**config.mk**
```make
export PLATFORM = sky130hd
export DESIGN_NAME = cartridge_bank_irq_mapper_top
export DESIGN_NICKNAME = d
export VERILOG_FILES = /design/src/hw/rtl/cbim_pkg.sv /design/src/hw/rtl/cartridge_bank_irq_mapper_top.sv
export SDC_FILE = /design/constraint.sdc
export NUM_CORES = 1
export LEC_CHECK = 0
export ABC_CLOCK_PERIOD_IN_PS = 5900
export BUFFER_PORTS_ARGS = -buffer_cell sky130_fd_sc_hd__clkbuf_2
export CAP_MARGIN = 20
export CORE_UTILIZATION = 55
export DETAILED_ROUTE_END_ITERATION = 8
export PLACE_DENSITY = 0.76
export SYNTH_ARGS = -nofsm -noshare
export SYNTH_HDL_FRONTEND = slang
export SYNTH_SLANG_ARGS = --single-unit
```
**constraint.sdc**
```tcl
create_clock -name i_clk -period 5.9 [get_ports i_clk]
set_input_delay 0.59 -clock i_clk [delete_from_list [all_inputs] [get_ports i_clk]]
set_output_delay 0.59 -clock i_clk [all_outputs]
set_load 0.01 [all_outputs]
```
**src/hw/rtl/cbim_pkg.sv**
```systemverilog
package cbim_pkg;

    // Field widths of the two streams, the configuration port and the IRQ counter.
    localparam int ADDR_W    = 4;
    localparam int DATA_W    = 8;
    localparam int SLOT_W    = 3;
    localparam int MIRROR_W  = 2;
    localparam int KIND_W    = 2;
    localparam int CFG_IDX_W = 2;
    localparam int CNT_W     = 16;

    // Stream bus widths (fields packed from the lowest bit, tdata padded to bytes).
    localparam int S_TDATA_W = 16;
    localparam int S_TUSER_W = 1;
    localparam int M_TDATA_W = 16;
    localparam int M_TUSER_W = 2;

    // Widths of the restoring modulo datapath.
    localparam int MOD_W  = 11;
    localparam int DIFF_W = MOD_W + 1;
    localparam int STEP_W = 3;

    // IRQ counter behavior.
    localparam int               COUNT_SHIFT   = 0;
    localparam logic [CNT_W-1:0] STEP_PER_LINE = 16'd114;

    // Item selector carried in tuser.
    localparam logic FUNC_WRITE = 1'b0;
    localparam logic FUNC_TICK  = 1'b1;

    // Mapper register addresses above the CHR page registers.
    localparam logic [ADDR_W-1:0] REG_PRG_BANK = 4'h8;
    localparam logic [ADDR_W-1:0] REG_MIRROR   = 4'h9;
    localparam logic [ADDR_W-1:0] REG_IRQ_CTRL = 4'hA;
    localparam logic [ADDR_W-1:0] REG_LATCH_LO = 4'hB;
    localparam logic [ADDR_W-1:0] REG_LATCH_HI = 4'hC;

    // Configuration register indexes.
    localparam logic [CFG_IDX_W-1:0] CFG_CHR_SIZE = 2'd0;
    localparam logic [CFG_IDX_W-1:0] CFG_PRG_SIZE = 2'd1;

    typedef enum logic [KIND_W-1:0] {
        KIND_NONE   = 2'd0,
        KIND_CHR    = 2'd1,
        KIND_PRG    = 2'd2,
        KIND_MIRROR = 2'd3
    } t_kind;

    typedef enum logic [2:0] {
        ST_IDLE = 3'b001,
        ST_DIV  = 3'b010,
        ST_OUT  = 3'b100
    } t_state;

endpackage

```
**src/hw/rtl/cartridge_bank_irq_mapper_top.sv**
```systemverilog
// Channel     Direction  Handshake                      Payload
// s_axis      in         s_axis_tvalid / s_axis_tready  tuser: func; tdata: reg_addr, write_data
// m_axis      out        m_axis_tvalid / m_axis_tready  tuser: update_kind; tdata: slot..irq
// cfg         in         i_cfg_valid / o_cfg_ready      i_cfg_index, i_cfg_data
//
// A CHR or PRG bank write runs through ST_DIV before its result shows, one pass of the
// shared trial-subtract unit per dividend bit; other items show it the cycle after acceptance.
// Without stalls a bank write passes through ST_IDLE, ST_DIV and ST_OUT from one input
// acceptance to the next, any other item through ST_IDLE and ST_OUT only.
// Reset is synchronous and active low; it clears the IRQ state and sets both ROM sizes to one.
// The input side accepts one item at a time and stays stalled until the result is taken.
module cartridge_bank_irq_mapper_top #(
    parameter int                            COUNT_SHIFT   = cbim_pkg::COUNT_SHIFT,
    parameter logic [cbim_pkg::CNT_W-1:0]    STEP_PER_LINE = cbim_pkg::STEP_PER_LINE
) (
    input  logic                            i_clk,
    input  logic                            i_rst_n,

    input  logic                            i_cfg_valid,
    output logic                            o_cfg_ready,
    input  logic [cbim_pkg::CFG_IDX_W-1:0]  i_cfg_index,
    input  logic [cbim_pkg::DATA_W-1:0]     i_cfg_data,

    input  logic                            s_axis_tvalid,
    output logic                            s_axis_tready,
    // [3:0] reg_addr, [11:4] write_data, [15:12] zero
    input  logic [cbim_pkg::S_TDATA_W-1:0]  s_axis_tdata,
    // [0] func
    input  logic [cbim_pkg::S_TUSER_W-1:0]  s_axis_tuser,

    output logic                            m_axis_tvalid,
    input  logic                            m_axis_tready,
    // [2:0] chr_slot, [10:3] bank_page, [12:11] mirror_mode, [13] irq_request, [15:14] zero
    output logic [cbim_pkg::M_TDATA_W-1:0]  m_axis_tdata,
    // [1:0] update_kind
    output logic [cbim_pkg::M_TUSER_W-1:0]  m_axis_tuser
);
    import cbim_pkg::*;

    // Control and mapper state.
    t_state              r_state, n_state;
    logic                r_irq_en, n_irq_en;
    logic [CNT_W-1:0]    r_latch, n_latch;
    logic [CNT_W-1:0]    r_counter, n_counter;
    logic [DATA_W-1:0]   r_chr_size;
    logic [DATA_W-1:0]   r_prg_size;

    // Modulo datapath and result registers.
    logic [DATA_W-1:0]   r_dividend, n_dividend;
    logic [DATA_W-1:0]   r_rem, n_rem;
    logic [MOD_W-1:0]    r_modulus, n_modulus;
    logic [STEP_W-1:0]   r_step, n_step;
    t_kind               r_kind, n_kind;
    logic [SLOT_W-1:0]   r_slot, n_slot;
    logic [DATA_W-1:0]   r_page, n_page;
    logic [MIRROR_W-1:0] r_mirror, n_mirror;
    logic                r_irq, n_irq;

    logic [ADDR_W-1:0]   in_addr;
    logic [DATA_W-1:0]   in_data;
    logic                in_func;
    logic [DATA_W:0]     rem_shift;
    logic [DIFF_W-1:0]   trial_diff;
    logic [DATA_W-1:0]   rem_next;

    assign in_addr = s_axis_tdata[ADDR_W-1:0];
    assign in_data = s_axis_tdata[ADDR_W+DATA_W-1:ADDR_W];
    assign in_func = s_axis_tuser[0];

    // Shared trial-subtract unit: bring down the next dividend bit and subtract
    // the modulus; keep the difference when it does not go negative. The
    // partial remainder never exceeds the dividend prefix, so it fits a byte.
    assign rem_shift  = {r_rem, r_dividend[DATA_W-1]};
    assign trial_diff = {{(DIFF_W-DATA_W-1){1'b0}}, rem_shift} - {1'b0, r_modulus};
    assign rem_next   = trial_diff[DIFF_W-1] ? rem_shift[DATA_W-1:0]
                                             : trial_diff[DATA_W-1:0];

    always_comb begin
        n_state    = r_state;
        n_irq_en   = r_irq_en;
        n_latch    = r_latch;
        n_counter  = r_counter;
        n_dividend = r_dividend;
        n_rem      = r_rem;
        n_modulus  = r_modulus;
        n_step     = r_step;
        n_kind     = r_kind;
        n_slot     = r_slot;
        n_page     = r_page;
        n_mirror   = r_mirror;
        n_irq      = r_irq;

        unique case (r_state)
            ST_IDLE: begin
                if (s_axis_tvalid) begin
                    n_kind   = KIND_NONE;
                    n_slot   = '0;
                    n_page   = '0;
                    n_mirror = '0;
                    n_irq    = 1'b0;
                    n_state  = ST_OUT;
                    if (in_func == FUNC_TICK) begin
                        if (r_irq_en) begin
                            if (r_counter <= STEP_PER_LINE) begin
                                n_irq     = 1'b1;
                                n_counter = '0;
                                n_irq_en  = 1'b0;
                            end else begin
                                n_counter = r_counter - STEP_PER_LINE;
                            end
                        end
                    end else if (!in_addr[ADDR_W-1]) begin
                        // CHR page registers: data modulo eight times the CHR size.
                        n_kind     = KIND_CHR;
                        n_slot     = in_addr[SLOT_W-1:0];
                        n_dividend = in_data;
                        n_modulus  = {r_chr_size, 3'b000};
                        n_rem      = '0;
                        n_step     = '1;
                        n_state    = ST_DIV;
                    end else begin
                        unique case (in_addr)
                            REG_PRG_BANK: begin
                                // Doubled data, truncated, modulo twice the PRG size.
                                n_kind     = KIND_PRG;
                                n_dividend = {in_data[DATA_W-2:0], 1'b0};
                                n_modulus  = {2'b00, r_prg_size, 1'b0};
                                n_rem      = '0;
                                n_step     = '1;
                                n_state    = ST_DIV;
                            end
                            REG_MIRROR: begin
                                n_kind   = KIND_MIRROR;
                                n_mirror = in_data[MIRROR_W-1:0];
                            end
                            REG_IRQ_CTRL: begin
                                n_irq_en  = in_data[0];
                                n_counter = r_latch << COUNT_SHIFT;
                            end
                            REG_LATCH_LO: begin
                                n_latch = {r_latch[CNT_W-1:DATA_W], in_data};
                            end
                            REG_LATCH_HI: begin
                                n_latch = {in_data, r_latch[DATA_W-1:0]};
                            end
                            default: begin
                                // Unused registers leave the mapper state unchanged and report no update.
                                n_kind = KIND_NONE;
                            end
                        endcase
                    end
                end
            end
            ST_DIV: begin
                n_dividend = {r_dividend[DATA_W-2:0], 1'b0};
                n_rem      = rem_next;
                if (r_step == '0) begin
                    n_page  = rem_next;
                    n_state = ST_OUT;
                end else begin
                    n_step = r_step - 1'b1;
                end
            end
            ST_OUT: begin
                if (m_axis_tready) begin
                    n_state = ST_IDLE;
                end
            end
            default: begin
                n_state = ST_IDLE;
            end
        endcase
    end

    always_ff @(posedge i_clk) begin
        if (!i_rst_n) begin
            r_state    <= ST_IDLE;
            r_irq_en   <= 1'b0;
            r_latch    <= '0;
            r_counter  <= '0;
            r_chr_size <= 8'd1;
            r_prg_size <= 8'd1;
        end else begin
            r_state   <= n_state;
            r_irq_en  <= n_irq_en;
            r_latch   <= n_latch;
            r_counter <= n_counter;
            if (i_cfg_valid && o_cfg_ready) begin
                if (i_cfg_index == CFG_CHR_SIZE) begin
                    r_chr_size <= i_cfg_data;
                end else if (i_cfg_index == CFG_PRG_SIZE) begin
                    r_prg_size <= i_cfg_data;
                end
            end
        end
    end

    always_ff @(posedge i_clk) begin
        r_dividend <= n_dividend;
        r_rem      <= n_rem;
        r_modulus  <= n_modulus;
        r_step     <= n_step;
        r_kind     <= n_kind;
        r_slot     <= n_slot;
        r_page     <= n_page;
        r_mirror   <= n_mirror;
        r_irq      <= n_irq;
    end

    assign o_cfg_ready   = 1'b1;
    assign s_axis_tready = (r_state == ST_IDLE);
    assign m_axis_tvalid = (r_state == ST_OUT);
    assign m_axis_tuser  = r_kind;
    assign m_axis_tdata  = {2'b00, r_irq, r_mirror, r_page, r_slot};

endmodule

```
==> out/metrics.yaml, run 1 <==
core_area_sq_um: 8300
dp_hpwl_microns: 6770
dp.cells: 592
cts_root_buffer: "clkbuf_8"
worstSetupPathType: "register to register"
layout_commonest_cell: "dfxtp_1"
synth-compound-area-share: 0.146
synth_enable_flop_cells: 45
cp_max_fo: 12
finalCriticalPeriod_ns: 2.68
setup.worst_path.end_class: "register"
synth_ff_type: "dfxtp_1"
cts_setup_buffers: 0
maxCapViolCount: 0
async_flop_share: 0
cts_sinks: 97
synthSimpleGateAreaFrac: 0.188
ys_types: 62
dpl_cell_area_sq_um: 5030
drt_iter0_markers: 182
remaining_drc_errors: 0
arrival_ns: 2.86
crit_path_top_delay_cell: "o41ai_2"
timing.final.crit_share: 0.455
dieArea_sq_um: 9050
layoutNonFillerInstCount: 608
postCtsHoldBufs: 0
grt_util_all_layers: 0.225
hold_path.startpoint: "r_latch[6]"
ir_worst_vdd_uv: 141
rsz0062_at_grt: "no"
synth-adder-area-share: 0.0330
regToRegEndpoint: "r_page[1]"
layout.nets: 542
final.setup.tns_ns: 0
cts_max_level: 3
final_cell_mix: "dfxtp_1 (52), nand2_1 (50), clkbuf_2 (45), edfxtp_1 (45)"
grt_overflow: 0
insertion_delay_ns: 0.37
rr_worst_depth: 6
syn_area_sq_um: 4770
synth_top_family_by_area: "simple AND/OR/NAND/NOR gates"
layout-drive-gt1-share: 0.169
diodes: 0
path_common_cell: "nor2b_1"
maxSlewViolCount: 0
synth_mux_area_frac: 0.0813
cpPeakStageDelay_ns: 0.85
hold_end: "r_latch[6]"
wire_per_inst_microns: 15.6
antenna_found_initial: 0
drtAntennaViolNets: 0
gp_congestion: 0.851
setup_viol: 0
cts_resized: 0
dr.pass1.iters: 5
num_vias: 3574
grt_pass1_vias: 3186
whs_path_depth: 2
ys_warn_count: 0
cp_cell_sequence: "ha_1, nor2b_1, o31a_1, o41ai_2, nor2b_1, a211oi_1"
pwr_density_cell_nw_per_um2: 313
cts_buffer_depth: 2
reg2reg_slack_ns: 3.22
stdcell_area_sq_um: 5230
seq_area_frac_synth: 0.501
status: "completed"
yosys.area_share.xor_xnor: 0.00367
die_x_microns: 95.1
start_util: 0.575
hold_violations: 0
cts_tree: "yes"
slew_headroom: 0.280
ys_ff_latch: 97
syn_to_final_growth_pct: 9.52
fmax_mhz: 373
wirelength_microns: 9510
cts_buffers: 9
p_leak_nw: 2.02
grt_max_degree: 57
cp.required_ns: 6.07
synth.avg_cell_area_sq_um: 10.2
core.rowCount: 33
netlist_instances: 467
worstMarginPinSlew_ns: 1.07
setup.worst_path.start_class: "register"
reg2reg_from: "r_rem[2]"
grt_pass1_wl_microns: 15800
ios: 53
startpoint: "r_rem[2]"
via_per_inst: 5.88
clk_pin_slew_worst_paths_ns: 0.09
die_y_microns: 95.1
port_buffers: 45
min_path_type: "register to register"
skew_ns: 0.0107
[cell type report]
cell class | instances | area, sq um
clock buffer | 13 | 180
clock inverter | 3 | 20.0
fill | 706 | 3070
inverter | 22 | 82.6
multi-input combinational | 320 | 2170
sequential | 97 | 2390
tap | 105 | 131
timing repair buffer | 48 | 248
[worst max-delay path: cells and delay by family, from the launching register on]
| kind | cells | cell delay (ns) |
|---|---|---|
| compound gates | 3 | 1.43 |
| fa+ha+maj | 1 | 0.37 |
| flops | 1 | 0.42 |
| simple gates | 2 | 0.26 |
[report_power, final]
group	internal [mW]	leakage (nW)	switching, mW
registers	0.815	0.841	0.0341
clock network	0.204	0.105	0.226
logic	0.133	1.08	0.225
[routing by layer]
metal	up-vias	track usage	routed length (microns)
met5	-	0	0
met4	0	0.0871	176
met3	16	0.0319	478
met2	98	0.330	4300
met1	1721	0.334	4560
li1	1739	-	-
[metrics by stage]
stage,util,setup slack [ns],hold WS [ns],power [mW]
2_1_floorplan,-,3.22,0.431,1.11
3_3_place_gp,0.606,3.25,0.446,1.21
3_5_place_dp,0.606,3.15,0.452,1.22
4_1_cts,0.630,3.22,0.465,1.64
5_1_grt,0.630,2.98,0.484,1.72
6_report,0.630,3.22,0.465,1.64
[worst max path at each step]
| stage | to | slack [ns] | depth (start not counted) |
|---|---|---|---|
| finish | r_page[1] | 3.22 | 6 |
| global route | r_page[2] | 2.98 | 8 |
| CTS | r_rem[3] | 3.22 | 6 |
| detailed placement | r_step[0] | 3.15 | 5 |
| global placement | r_dividend[4] | 3.25 | 5 |
| floorplan | r_dividend[0] | 3.22 | 4 |
[cell families (layout without fill, tap and decap cells)]
family                   count (synthesis)  in the layout
XOR/XNOR                                 2              2
AO/OA/AOI/OAI                          100            100
other                                    2              3
buffers and inverters                   51             86
multiplexers                            38             38
adder cells (fa/ha/maj)                 12             12
AND/OR/NAND/NOR                        165            165
flip-flops                              97             97
[Yosys cell counts, types with 6 or more instances]
library cell,number,area [sq um]
nand3_1,14,70.1
a21oi_1,16,80.1
and2_1,10,62.6
mux2i_1,32,320
clkbuf_1,18,67.6
inv_1,22,82.6
dfxtp_1,52,1040
o211ai_1,6,45.0
o21ai_0,21,105
a21boi_0,8,60.1
o21a_1,6,45.0
edfxtp_1,45,1350
mux2_2,6,67.6
nor2_1,17,63.8
nor2b_1,32,200
nand2b_1,6,37.5
o22ai_1,7,43.8
ha_1,11,138
nor3_1,8,40.0
nand2_1,50,188
a32oi_1,7,61.3
[flip-flops by register name (all words and copies together), names as in the netlist, 3 cells and up]
name and cells:
r_prg_size 8, r_step 3, r_rem 8, r_counter 16, r_dividend 8, r_slot 3, r_latch 16, r_modulus 10
r_chr_size 8, r_page 8, r_state 3
No activity file was read; power rests on OpenSTA's default activity.
==> run 2, diff against run 1 <==
--- a/config.mk
+++ b/config.mk
@@ -5,7 +5,8 @@
 export SDC_FILE = /design/constraint.sdc
 export NUM_CORES = 1
 export LEC_CHECK = 0
-export ABC_CLOCK_PERIOD_IN_PS = 5900
+export ABC_AREA = 1
+export ABC_CLOCK_PERIOD_IN_PS = 2700
 export BUFFER_PORTS_ARGS = -buffer_cell sky130_fd_sc_hd__clkbuf_2
 export CAP_MARGIN = 20
 export CORE_UTILIZATION = 55
==> constraint.sdc (replaced) <==
create_clock -name i_clk -period 2.7 [get_ports i_clk]
set_input_delay 0.27 -clock i_clk [delete_from_list [all_inputs] [get_ports i_clk]]
set_output_delay 0.27 -clock i_clk [all_outputs]
set_load 0.01 [all_outputs]
==> run 2 against run 1 <==
Critical path type unchanged; via count is 11% higher; first-iteration DRC count is 7.7% higher; power increased by 110%; clock-buffer cell count is 4 lower; core utilization rose by 0.68 points; fmax is 17% higher; setup slack lost 2.8 ns.
==> out/metrics.yaml, run 2 <==
setup.worst_path.start_class: "register"
synth.avg_cell_area_sq_um: 7.75
synthTopCellsByCount: "nand2_1 (136), nor2_1 (117), inv_1 (79), dfxtp_1 (52), edfxtp_1 (45)"
pwr_density_cell_nw_per_um2: 651
stdcell_area_sq_um: 5310
timing.final.crit_share: 0.849
insertion_delay_ns: 0.36
combPwrFrac: 0.203
p_leak_nw: 2.42
cp_max_fo: 11
grt_overflow: 0
layout_commonest_cell: "nand2_1"
drt_iter0_markers: 196
register_area_sq_um: 2390
min_path_type: "input port to register"
ios: 53
via_per_inst: 5.14
core.rowCount: 33
dp_hpwl_microns: 7180
cts_setup_buffers: 0
synth_enable_flop_cells: 45
power.switching_mw: 1.06
synthSimpleGateAreaFrac: 0.248
nFillCells: 741
cp.required_ns: 2.81
rr_worst_depth: 8
cts_root_buffer: "clkbuf_8"
synth_mux_area_frac: 0
yosysMostFrequentCell: "nand2_1"
start_util: 0.576
ys_types: 32
wire_per_inst_microns: 12.8
die_y_microns: 95.5
hold_path.startpoint: "i_cfg_data[0]"
cts_buffer_depth: 2
multiInputGateArea_sq_um: 1970
p_clk_frac: 0.285
syn_area_sq_um: 4800
synth.area.top_cells: "edfxtp_1 (28%), dfxtp_1 (22%), nand2_1 (11%), nor2_1 (9.1%), inv_1 (6.2%)"
antenna_found_initial: 0
cts_tree: "yes"
wirelength_microns: 9890
syn_to_final_growth_pct: 10.5
fmax_mhz: 436
synth_ff_type: "dfxtp_1"
layout.nets: 706
status: "completed"
reg_top3: "r_counter x16, r_latch x16, r_modulus x10"
rsz0062_at_grt: "no"
arrival_ns: 2.40
final.setup.tns_ns: 0
port_buffers: 45
clk_pin_slew_worst_paths_ns: 0.10
cts_resized: 0
async_flop_share: 0
reg2reg_slack_ns: 0.41
p_int_mw: 2.39
num_vias: 3967
cts_buffers: 9
worstSetupPathType: "register to register"
yosys.area_share.xor_xnor: 0.0219
final_cell_mix: "nand2_1 (136), nor2_1 (117), inv_1 (79)"
grt_pass1_wl_microns: 16600
ir_worst_vdd_uv: 294
dieArea_sq_um: 9110
netlist_instances: 620
hold_end: "r_prg_size[0]"
setup.worst_path.end_class: "register"
worstMarginPinSlew_ns: 0.768
p_sw_frac: 0.308
layoutNonFillerInstCount: 772
remaining_drc_errors: 0
core_area_sq_um: 8340
skew_ns: 0.0122
finalCriticalPeriod_ns: 2.29
whs_path_depth: 3
seq_area_frac_synth: 0.498
dpl_cell_area_sq_um: 5100
setup_viol: 0
layout-drive-gt1-share: 0.115
dr.pass1.iters: 4
grt_pass1_vias: 3765
synth_top_cell_area_share: 0.281
drtAntennaViolNets: 0
gp_congestion: 0.912
cts_sinks: 97
synth-adder-area-share: 0.0328
reg2reg_from: "r_rem[5]"
postCtsHoldBufs: 0
synth_top_family_by_area: "simple AND/OR/NAND/NOR gates"
synth-compound-area-share: 0.105
maxCapViolCount: 0
cts_max_level: 3
die_x_microns: 95.5
ys_ff_latch: 97
power_mw: 3.45
synth_top_area_cell: "edfxtp_1"
diodes: 0
regToRegEndpoint: "r_rem[7]"
maxSlewViolCount: 0
hold_violations: 0
seqPwrFrac: 0.511
dp.cells: 756
ys_warn_count: 0
grt_util_all_layers: 0.235
grt_max_degree: 42
slew_headroom: 0.484
## run 2: cell count changes in the layout (fill, tap and decap cells not counted), moves of 8 or more
cell,delta
nor2b_1,-32
nand3_1,+9
nor2_1,+100
and2_1,-10
inv_1,+57
a21oi_1,+20
nand2_1,+86
mux2i_1,-32
o21ai_0,+23
a21boi_0,-8
## run 2: cell type report
| type | instances | share of cell area |
|---|---|---|
| timing repair buffer | 54 | 0.0551 |
| clock inverter | 7 | 0.0156 |
| clock buffer | 9 | 0.0233 |
| sequential | 97 | 0.451 |
| tap | 105 | 0.0247 |
| inverter | 84 | 0.0594 |
| multi-input combinational | 416 | 0.371 |
## run 2: power groups by stage
stage	registers, mW	clock network (mW)	logic (mW)
2_1_floorplan	1.80	0	0.477
3_3_place_gp	1.79	0	0.676
3_5_place_dp	1.80	0	0.702
4_1_cts	1.77	1.00	0.706
5_1_grt	1.78	1.07	0.799
6_report	1.77	0.986	0.703
## run 2: how the worst max path moves through the flow
stage | end | cells after the start | slack [ns] | start
floorplan | r_dividend[0] | 6 | 0.53 | r_state[1]
global placement | r_page[6] | 8 | 0.57 | r_rem[2]
detailed placement | r_rem[7] | 8 | 0.48 | r_rem[4]
CTS | r_rem[7] | 8 | 0.44 | r_rem[4]
global route | r_rem[7] | 8 | 0.27 | r_rem[2]
finish | r_rem[7] | 8 | 0.41 | r_rem[5]
## run 2: metrics by stage
step                      hold slack [ns]  utilization  worst slack (ns)
after floorplan                     0.383            -             0.528
after global placement              0.434        0.612             0.570
after detailed placement            0.444        0.612             0.478
after CTS                           0.135        0.637             0.445
after global routing                0.133        0.637             0.269
final                               0.154        0.637             0.408
## run 2: worst max-delay path, stage by stage, from the launching register on
cell      delay (ns)
edfxtp_1        0.43
ha_1            0.37
nand2_1         0.10
o21ai_0         0.36
nand2_1         0.10
nand3_1         0.29
inv_1           0.15
a21oi_1         0.15
nor2_1          0.07
## run 2: cell families (layout without fill, tap and decap cells)
family,count (synthesis),in the layout
AND/OR/NAND/NOR,294,294
buffers and inverters,108,154
flip-flops,97,97
AO/OA/AOI/OAI,95,95
adder cells (fa/ha/maj),12,12
XOR/XNOR,12,12
other,2,3
## run 2: metal layers
metal	GRT usage	wire, microns	up-vias	share of wire
met4	0.0908	114	0	0.012
met3	0.0439	288	10	0.029
met2	0.407	4960	60	0.50
met5	0	0	-	0
met1	0.289	4520	1834	0.46
li1	-	-	2063	-
